==> config.mk <==
export PLATFORM = sky130hd
export DESIGN_NAME = c2s_cordic
export DESIGN_NICKNAME = d
export VERILOG_FILES = /design/src/design/c2s_pkg.sv /design/src/design/c2s_cordic.sv
export SDC_FILE = /design/constraint.sdc
export NUM_CORES = 2
export LEC_CHECK = 0
export BUFFER_PORTS_ARGS = -buffer_cell sky130_fd_sc_hd__buf_2
export CORE_ASPECT_RATIO = 1.5
export CORE_MARGIN = 3
export CORE_UTILIZATION = 45
export CTS_CLUSTER_DIAMETER = 60
export DETAILED_ROUTE_END_ITERATION = 8
export GPL_TIMING_DRIVEN = 0
export PLACE_DENSITY = 0.59
export RECOVER_POWER = 100
export SLEW_MARGIN = 20
export SYNTH_ARGS = -nofsm -noshare
export SYNTH_HDL_FRONTEND = slang
export SYNTH_SLANG_ARGS = --single-unit
==> constraint.sdc <==
create_clock -name clk -period 4.6 [get_ports clk]
set_input_delay 0.23 -clock clk [delete_from_list [all_inputs] [get_ports clk]]
set_output_delay 0.23 -clock clk [all_outputs]
set_load 0.02 [all_outputs]
==> src/design/c2s_pkg.sv <==
// Shared constants and types for the Cartesian-to-spherical converter.
package c2s_pkg;
  localparam int Steps = 16;
  localparam int VecW = 28;   // working width of CORDIC vector components
  localparam int AccW = 26;   // angle accumulator, 2^-15 degree units
  localparam int RootW = 24;  // cos magnitude width
  localparam int RadW = 48;   // sqrt radicand width

  typedef logic signed [VecW-1:0] vec_t;
  typedef logic signed [AccW-1:0] acc_t;

  function automatic acc_t atan_entry(input logic [3:0] i);
    acc_t r;
    r = '0;
    case (i)
      4'd0: r = 26'sd1474560;
      4'd1: r = 26'sd870484;
      4'd2: r = 26'sd459940;
      4'd3: r = 26'sd233473;
      4'd4: r = 26'sd117189;
      4'd5: r = 26'sd58652;
      4'd6: r = 26'sd29333;
      4'd7: r = 26'sd14667;
      4'd8: r = 26'sd7334;
      4'd9: r = 26'sd3667;
      4'd10: r = 26'sd1833;
      4'd11: r = 26'sd917;
      4'd12: r = 26'sd458;
      4'd13: r = 26'sd229;
      4'd14: r = 26'sd115;
      4'd15: r = 26'sd57;
      default: r = '0;
    endcase
    return r;
  endfunction
endpackage

==> src/design/c2s_cordic.sv <==
// Pipelined CORDIC vectoring engine, one micro-rotation per stage.
module c2s_cordic (
  input  logic clk,
  input  logic en,
  input  c2s_pkg::vec_t a_in,
  input  c2s_pkg::vec_t b_in,
  input  c2s_pkg::acc_t acc_in,
  output c2s_pkg::acc_t acc_out
);
  localparam int N = c2s_pkg::Steps;
  c2s_pkg::vec_t a [0:N];
  c2s_pkg::vec_t b [0:N];
  c2s_pkg::acc_t t [0:N];
  assign a[0] = a_in;
  assign b[0] = b_in;
  assign t[0] = acc_in;

  for (genvar s = 0; s < N; s++) begin : g_st
    c2s_pkg::vec_t a_q, b_q;
    c2s_pkg::acc_t t_q;
    always_ff @(posedge clk) begin
      if (en) begin
        if (!b[s][c2s_pkg::VecW-1]) begin
          a_q <= a[s] + (b[s] >>> s);
          b_q <= b[s] - (a[s] >>> s);
          t_q <= t[s] + c2s_pkg::atan_entry(4'(s));
        end else begin
          a_q <= a[s] - (b[s] >>> s);
          b_q <= b[s] + (a[s] >>> s);
          t_q <= t[s] - c2s_pkg::atan_entry(4'(s));
        end
      end
    end
    assign a[s+1] = a_q;
    assign b[s+1] = b_q;
    assign t[s+1] = t_q;
  end
  assign acc_out = t[N];
endmodule

==> impl_metrics.tcl <==
set metrics [dict create \
    r2r_setup_slack_ns -0.05 \
    min_from "b_in[5]" \
    ctsLongestPathBuffers 4 \
    antenna_found_initial 2 \
    synth_compound_area_frac 0.190 \
    wl_per_cell_um 21.4 \
    rows 212 \
    synth-adder-area-share 0.163 \
    first_iter_violations 3451 \
    setup_viol 1 \
    rsz0062_at_grt "yes" \
    layout-drive-gt1-share 0.0969 \
    ys_async_sr_fraction 0 \
    vias 81100 \
    synthTopCellsByArea "edfxtp_1 (35%), ha_1 (15%), xnor2_1 (8.3%)" \
    critPathArrivalTime_ns 5.22 \
    ys_seq_elements 1186 \
    fp.dieW_um 393 \
    hold_viol 0 \
    min_path_cells 4 \
    detail_route.first_pass.iterations 5 \
    crit_path_end_kind "register" \
    max_freq_mhz 215 \
    synthCells 10500 \
    synth-xor-area-share 0.129 \
    crit_path_max_fanout 4 \
    synth.top_cell.area_share 0.353 \
    clk_pin_slew_ns 0.06 \
    min_to "g_st[0].b_q[5]" \
    viasPerCell 5.76 \
    crit_chain "or4_1 > nor3_4 > a21oi_1 > xnor2_1 > ha_1 > and4_1 > a221oi_2 > o21a_2 > o21ai_4 > a311oi_2 > o21ba_4 > o21ai_4 > or4_4 > a31oi_4 > xnor2_1" \
    num_io_pins 110 \
    rr_startpoint "g_st[12].b_q[20]" \
    cp_slowest_cell "or4_1" \
    r2r_cells 15 \
    maxCapViolations 1 \
    synth-main-ff-cell "edfxtp_1" \
    clock_sinks 1186 \
    syn_nets 11900 \
    overflow 0 \
    grt_pass1_wl_um 455000 \
    postSynthAreaPerCell_um2 9.60 \
    layout_setup_ws_ns -0.0512 \
    synth.distinct_cells 97 \
    seq_area_frac_synth 0.353 \
    drc 0 \
    start_util 0.453 \
    synthTopCellsByCount "ha_1 (1248), edfxtp_1 (1186), a21oi_1 (1076), nor2_1 (979), xnor2_1 (961)" \
    yosysTopAreaCell "edfxtp_1" \
    insertion_delay_ns 0.82 \
    min_period_ns 4.65 \
    mappedNetlistArea_um2 101000 \
    yosysMostFrequentCell "ha_1" \
    synth_top_family_by_area "compound AO/OA/AOI/OAI gates" \
    ant_nets 0 \
    critical_path_class "register to register" \
    cts_made_buffers 150 \
    hold_class "input pin to register" \
    num-fill-cells 20200 \
    grt_max_degree 141 \
    regArea_um2 35600 \
    maxSlewViolCount 140 \
    place_congestion 1.02 \
    yosys_warnings 0 \
    syn2layout_area_growth_pct 14.4 \
    cpPeakStageDelay_ns 0.65 \
    r2r-end "g_st[13].a_q[27]" \
    required_ns 5.17 \
    multiInputGateArea_um2 65500 \
    cts_root_buffer "clkbuf_16" \
    htreeDepth 4 \
    cts_tree "done" \
    tightest_slew_ns 3.43 \
    post-place-ws_ns -2.27 \
    die_y_um 586 \
    place_hpwl_um 243000 \
    drt-total-wl_um 302000 \
    fin_crit_sh 1.01 \
    synthMuxAreaShare 0.00421 \
    cp_num_buf_inv 0 \
    dieArea_um2 230000 \
    status "finished, violations left" \
    slew_headroom -1.29 \
    path_delay_family "compound AO/OA/AOI/OAI gates" \
    violations "max-capacitance violations, max-slew violations, negative setup slack" \
    grt_pass1_vias 83900 \
    coreArea_um2 223000 \
    critPathLaunchType "register" \
    grt_use_total 0.255 \
    skew_ns 0.0459 \
    portBuffers 109 \
    nets 12500 \
    synth_simple_gate_area_share 0.136 \
    synth-edff-count 1186 \
]
metrics by stage:
stage	hold WS, ns	setup TNS [ns]	utilization	instance area [µm²]	cells
floorplan	0.329	0	-	101000	10500
global placement	0.401	-	0.472	105000	13500
detailed placement	0.406	-401.64	0.474	106000	13500
CTS	0.0265	-0.252	0.509	113000	14000
global route	0.0903	-1.74	0.518	116000	14100
finish	0.0834	-0.0512	0.518	116000	14100
worst max-delay path by stage:
stage / start / end / slack, ns / cells after the start
global route: g_st[11].a_q[20] / g_st[12].b_q[26] / -0.14 / 19
detailed placement: g_st[8].b_q[27] / g_st[9].a_q[27] / -2.27 / 15
CTS: g_st[8].b_q[10] / g_st[9].a_q[27] / -0.12 / 17
floorplan: g_st[4].b_q[27] / g_st[5].b_q[26] / 0.14 / 15
global placement: en / g_st[2].t_q[5] / -15.92 / 1
finish: g_st[12].b_q[20] / g_st[13].a_q[27] / -0.05 / 15
sequential cells by signal, summed over array words and instances, names as in the netlist:
register / cells
acc_out: 26
g_st.a_q: 377
g_st.b_q: 393
g_st.t_q: 390
what timing repair did:
item / in CTS / in global routing
endpoints found under the setup margin: 552 / 115
endpoints found under the hold margin: 137 / 0
buffers inserted: 138 / 135
pin swaps: 49 / 107
cloned: 0 / 0
hold buffers: 45 / 0
resized for setup: 347 / 268
layer usage:
metal  vias up  wire [µm]  global-route usage
li1      40000          -                   -
met1     38200      84500               0.183
met2      1832     175000               0.539
met3      1161       8140              0.0294
met4         0      34800               0.248
met5         -          0                   0
worst reg2reg max path: stages (launching register included):
cell      delay, ns
edfxtp_1       0.52
or4_1          0.65
nor3_4         0.24
a21oi_1        0.12
xnor2_1        0.30
ha_1           0.33
and4_1         0.23
a221oi_2       0.26
o21a_2         0.31
o21ai_4        0.11
a311oi_2       0.38
o21ba_4        0.24
o21ai_4        0.08
or4_4          0.46
a31oi_4        0.16
xnor2_1        0.07
cell usage in the layout (no fill, tap or decap), types with 104 or more instances in the layout:
cell / count
nand3_1: 159
nor2_1: 963
and3_1: 109
buf_4: 246
xor2_1: 516
a21oi_1: 1039
ha_1: 1232
clkbuf_16: 155
a21o_1: 487
clkbuf_1: 139
a31oi_1: 104
nand2b_1: 142
nand2_1: 479
nor3_1: 258
inv_1: 512
nor2b_1: 160
o21ai_0: 493
edfxtp_1: 1186
xnor2_1: 936
o21bai_1: 124
o21a_1: 167
kinds of logic (layout without fill, tap and decap cells):
| family | Yosys count | count (layout) |
|---|---|---|
| buffers and inverters | 670 | 1354 |
| and+or+nand+nor | 2819 | 2819 |
| other | 0 | 1 |
| muxes | 40 | 40 |
| xor gates and xnor gates | 1483 | 1483 |
| AOI/OAI and AO/OA | 3031 | 3031 |
| adders and majority gates | 1292 | 1292 |
| DFF | 1186 | 1186 |
area by class of cell:
type | instances | area share
clock inverters | 87 | 0.00763
repair buffers | 441 | 0.0288
diodes | 1 | 0.0000217
flip-flops and latches | 1186 | 0.308
multi-input cells | 8665 | 0.567
plain buffers | 133 | 0.00554
well taps | 2889 | 0.0313
clock buffers | 168 | 0.0340
inverters | 525 | 0.0173
Power is not shown: default switching activity piles up to over one toggle a cycle in this logic, so the estimate is an artifact.
