<file path="config.mk">
export PLATFORM = sky130hd
export DESIGN_NAME = c2s_sqrt
export DESIGN_NICKNAME = d
export VERILOG_FILES = /design/src/design/c2s_pkg.sv /design/src/design/c2s_sqrt.sv
export SDC_FILE = /design/constraint.sdc
export NUM_CORES = 2
export LEC_CHECK = 0
export BUFFER_PORTS_ARGS = -buffer_cell sky130_fd_sc_hd__buf_4
export CORE_MARGIN = 2
export CORE_UTILIZATION = 30
export DETAILED_ROUTE_END_ITERATION = 6
export GPL_ROUTABILITY_DRIVEN = 0
export PLACE_DENSITY_LB_ADDON = 0.05
export SKIP_CTS_REPAIR_TIMING = 1
export SYNTH_ARGS = -nofsm -noshare
export SYNTH_HDL_FRONTEND = slang
export SYNTH_SLANG_ARGS = --single-unit
</file>
<file path="constraint.sdc">
create_clock -name clk -period 3.45 [get_ports clk]
set_input_delay 0.69 -clock clk [delete_from_list [all_inputs] [get_ports clk]]
set_output_delay 0.69 -clock clk [all_outputs]
set_load 0.01 [all_outputs]
</file>
<file path="src/design/c2s_pkg.sv">
// Shared constants and types for the Cartesian-to-spherical converter.
package c2s_pkg;
  localparam int Steps = 16;
  localparam int VecW = 28;   // working width of CORDIC vector components
  localparam int AccW = 26;   // angle accumulator, 2^-15 degree units
  localparam int RootW = 24;  // cos magnitude width
  localparam int RadW = 48;   // sqrt radicand width

  typedef logic signed [VecW-1:0] vec_t;
  typedef logic signed [AccW-1:0] acc_t;

  function automatic acc_t atan_entry(input logic [3:0] i);
    acc_t r;
    r = '0;
    case (i)
      4'd0: r = 26'sd1474560;
      4'd1: r = 26'sd870484;
      4'd2: r = 26'sd459940;
      4'd3: r = 26'sd233473;
      4'd4: r = 26'sd117189;
      4'd5: r = 26'sd58652;
      4'd6: r = 26'sd29333;
      4'd7: r = 26'sd14667;
      4'd8: r = 26'sd7334;
      4'd9: r = 26'sd3667;
      4'd10: r = 26'sd1833;
      4'd11: r = 26'sd917;
      4'd12: r = 26'sd458;
      4'd13: r = 26'sd229;
      4'd14: r = 26'sd115;
      4'd15: r = 26'sd57;
      default: r = '0;
    endcase
    return r;
  endfunction
endpackage

</file>
<file path="src/design/c2s_sqrt.sv">
// Pipelined restoring square root, one result bit per stage, enable-driven.
module c2s_sqrt (
  input  logic clk,
  input  logic en,
  input  logic [c2s_pkg::RadW-1:0] rad,
  output logic [c2s_pkg::RootW-1:0] root
);
  localparam int N = c2s_pkg::RootW;
  logic [c2s_pkg::RadW-1:0] rem [0:N];
  logic [N-1:0] rt [0:N];

  assign rem[0] = rad;
  assign rt[0] = '0;

  for (genvar s = 0; s < N; s++) begin : g_st
    logic [c2s_pkg::RadW-1:0] trial;
    logic [c2s_pkg::RadW-1:0] rem_n;
    logic [N-1:0] rt_n;
    // trial for root bit k = N-1-s: 2*root*2^k + 2^(2k)
    always_comb begin
      trial = ({{(c2s_pkg::RadW-N){1'b0}}, rt[s]} << (N-s))
            | ({{(c2s_pkg::RadW-1){1'b0}}, 1'b1} << (2*(N-1-s)));
      if (rem[s] >= trial) begin
        rem_n = rem[s] - trial;
        rt_n = rt[s] | (N'(1) << (N-1-s));
      end else begin
        rem_n = rem[s];
        rt_n = rt[s];
      end
    end
    logic [c2s_pkg::RadW-1:0] rem_q;
    logic [N-1:0] rt_q;
    always_ff @(posedge clk) begin
      if (en) begin
        rem_q <= rem_n;
        rt_q <= rt_n;
      end
    end
    assign rem[s+1] = rem_q;
    assign rt[s+1] = rt_q;
  end
  assign root = rt[N];
endmodule

</file>
==> run_results.csv <==
group,metric,value,unit
setup_path,cpMostUsedCell,"buf_4",
placement,io_buffers,73,
clock_tree,cts.clk_slew.worst_paths,0.06,ns
die,die_h,477,um
synth,ys_seq_elements,1404,
routing,drcViolationCount,0,
placement,dp_worst_setup_slack,-0.425,ns
hold_path,hold_path_class,"input pin to flip-flop",
power,power,49900,uW
clock_tree,cts-htree-levels,4,
synth,synth_top_family_by_area,"simple AND/OR/NAND/NOR gates",
sta,fin_ws,0.125,ns
placement,dp_cells,8556,
synth,syn_nets,5684,
synth,ys_warn_count,0,
synth,synth-simple-area-share,0.125,
die,core_region_area,223000,sq um
synth,netlist_area,67200,sq um
die,dieArea,228000,sq um
sta,fin_skew,0.0463,ns
routing,drtAntennaViolNets,0,
status,outcome,"completed",
clock_tree,clock-sinks,1404,
setup_path,path_cells,"ha_1 > nor2b_1 > o31a_1 > nor4_1 > o311a_1 > o21a_1 > o31ai_4 > buf_4 > buf_4 > nor2_1 > a21oi_1",
sta,period_share,0.964,
synth,synth-compound-area-share,0.0926,
global_routing,grt_usage,0.148,
global_routing,antenna_found_initial,3,
setup_path,critPathArrivalTime,3.86,ns
sta,slew_headroom,0.425,
synth,synthXorXnorAreaFrac,0.0613,
synth,synth.avg_cell_area,12.7,sq um
routing,routedWlPerCell,19.2,um
global_routing,grt.overflow.total,0,
die,ios,74,
clock_tree,clk_latency,0.81,ns
synth,ys_types,88,
power,vdd_ir_drop_max,477,uV
clock_tree,clock-root-buffer,"clkbuf_16",
job,maxCapViolations,0,
sta,finalHoldViolations,0,
sta,slew_viol_final,0,
sta,fin_tns_setup,0,ns
die,start_util,0.302,
final_layout,synthToLayoutAreaGrowth,17.8,%
clock_tree,cts.path.max_buffers,3,
clock_tree,cts_tree,"yes",
routing,vias,42000,
global_routing,grt_pass1_wl,264000,um
setup_path,worstSetupStartpointType,"flip-flop",
setup_path,endpoint_kind,"flip-flop",
final_layout,nNetsFinal,6125,
routing,vias_per_cell,4.74,
final_layout,layoutNonFillerInstCount,8867,
setup_path,worstPathMaxFanout,15,
synth,postSynth.asyncResetShare,0,
synth,synthCells,5312,
final_layout,drive_gt1_frac,0.124,
power,leakagePower,0.0294,uW
die,row_count,173,
synth,synth_ff_type,"edfxtp_1",
synth,synthAdderAreaFrac,0.0599,
sta,clock.fmax,0.301,GHz
routing,dr.pass1.iters,5,
sta,tightest_slew,0.860,ns
sta,setup_viol,0,
global_routing,grt_max_degree,147,
synth,synthMuxAreaShare,0.00501,
routing,wl,170000,um
global_routing,grt_pass1_vias,43500,
setup_path,slowest_stage,"o311a_1",
clock_tree,cts_buffers,165,
sta,finalCriticalPeriod,3.33,ns
power,p_per_area,630,nW/um^2
setup_path,cp_data_required_time,3.98,ns
setup_path,cpPeakStageDelay,0.45,ns
die,dieWidth,477,um
placement,dp_hpwl,128000,um
setup_path,critical_path_class,"flip-flop to flip-flop",
synth,seq_area_frac_synth,0.627,
synth,synth-edff-count,1404,
routing,drt_iter0_markers,2525,
-- through the flow --
| stage | utilization | cell area (sq um) | hold WS (ns) |
|---|---|---|---|
| after global routing | 0.356 | 79200 | 0.00353 |
| after floorplan | - | 67200 | 0.417 |
| after CTS | 0.355 | 78900 | -0.0173 |
| final | 0.356 | 79200 | 0.0719 |
| after global placement | 0.331 | 73600 | 0.431 |
| after detailed placement | 0.331 | 73600 | 0.428 |
-- layer usage --
| metal | part of all wire | routed length, um | GRT usage |
|---|---|---|---|
| met1 | 0.45 | 76000 | 0.190 |
| met2 | 0.51 | 85800 | 0.260 |
| met3 | 0.026 | 4400 | 0.0201 |
| met4 | 0.022 | 3650 | 0.0375 |
| met5 | 0 | 0 | 0 |
-- critical path: cells and delay by family (launching register included) --
kind / cells / cell delay, ns
AO/OA/AOI/OAI: 5 / 1.27
flip-flops: 1 / 0.39
AND/OR/NAND/NOR: 3 / 0.63
buffers and inverters: 2 / 0.40
adder cells (fa/ha/maj): 1 / 0.36
-- cell usage after synthesis (8+ instances only) --
cell       instances  area share
nand2b_1          75      0.0070
o21a_1            67      0.0075
buf_2             15      0.0011
ha_1             322       0.060
nor3b_1           15      0.0017
a211oi_1          28      0.0031
nand4b_1          25      0.0033
nand3_1           89      0.0066
o41ai_1            8      0.0010
clkbuf_1          70      0.0039
nand4_1           78      0.0073
xor2_1           237       0.031
mux2i_1           10      0.0015
or4_1             33      0.0037
nor4_1           191       0.018
a31oi_1           21      0.0020
o21bai_1          25      0.0028
a21oi_1          295       0.022
nor2_1           306       0.017
xnor2_1          234       0.030
o31a_1            10      0.0013
a21boi_0          12      0.0013
nand3b_1          18      0.0020
o31ai_1           32      0.0036
a21o_1            83      0.0093
inv_1            393       0.022
and4_1            11      0.0014
or2_2             35      0.0033
o211ai_1          32      0.0036
edfxtp_1        1404        0.63
nand2_1          341       0.019
a211o_1           10      0.0013
and3_1            20      0.0019
o21ai_0          288       0.021
or3_1             52      0.0048
nor3_1           156       0.012
nor4b_1           34      0.0044
a311oi_1           8      0.0010
nor2b_1           36      0.0033
o21ai_1            9     0.00067
nor4bb_1           8      0.0012
mux2_2            21      0.0035
a2111oi_0         11      0.0014
and2_1            19      0.0018
-- path summary, 6_finish.rpt --
check / from / to / slack [ns] / depth (start not counted)
setup / recovery: g_st[11].rem_q[24]$_DFFE_PP_ / g_st[12].rem_q[24]$_DFFE_PP_ / 0.12 / 11
hold / removal: rad[2] / g_st[0].rem_q[2]$_DFFE_PP_ / 0.07 / 1
setup reg to reg: g_st[11].rem_q[24]$_DFFE_PP_ / g_st[12].rem_q[24]$_DFFE_PP_ / 0.12 / 11
hold reg to reg: g_st[7].rem_q[1]$_DFFE_PP_ / g_st[8].rem_q[1]$_DFFE_PP_ / 0.43 / 0
-- area by class of cell --
cell class	count	area (sq um)
Sequential cell	1404	42200
Clock buffer	199	4280
Timing Repair Buffer	378	3120
Antenna cell	5	12.5
Fill cell	22000	143000
Clock inverter	102	1030
Inverter	396	1490
Multi-Input combinational cell	3408	23400
Tap cell	2975	3720
-- power breakdown --
| group | total (uW) | switching [uW] | internal, uW |
|---|---|---|---|
| clock network | 17100 | 7220 | 9870 |
| registers | 23300 | 1750 | 21600 |
| logic | 9530 | 5440 | 4090 |
| total | 49900 | 14400 | 35500 |
-- flip-flops by register name, summed over array words and instances (netlist names) --
signal      count
g_st.rem_q   1104
g_st.rt_q     276
root           24
-- cell usage in the layout (no fill, tap or decap), drive strengths merged, types with 16 or more instances in the layout --
cell type and n:
edfxtp 1404, inv 400, buf 378, nand2 341, ha 322, nor2 306
o21ai 298, a21oi 296, xor2 237, xnor2 234, clkbuf 199, nor4 195
nor3 158, nand3 90, a21o 83, clkinv 81, nand4 78, nand2b 75
o21a 67, or3 52, or4 38, or2 37, nor2b 36, nor4b 34
o211ai 32, o31ai 32, a211oi 28, o21bai 25, nand4b 25, a31oi 21
mux2 21, and3 20, and2 19, nand3b 18, nor3b 16
-- logic make-up after synthesis --
group / count (synthesis)
compound gates: 1007
xor+xnor: 471
fa+ha+maj: 322
buf+inv: 500
flops: 1404
mux: 31
simple gates: 1577
No activity file was read; power rests on OpenSTA's default activity.
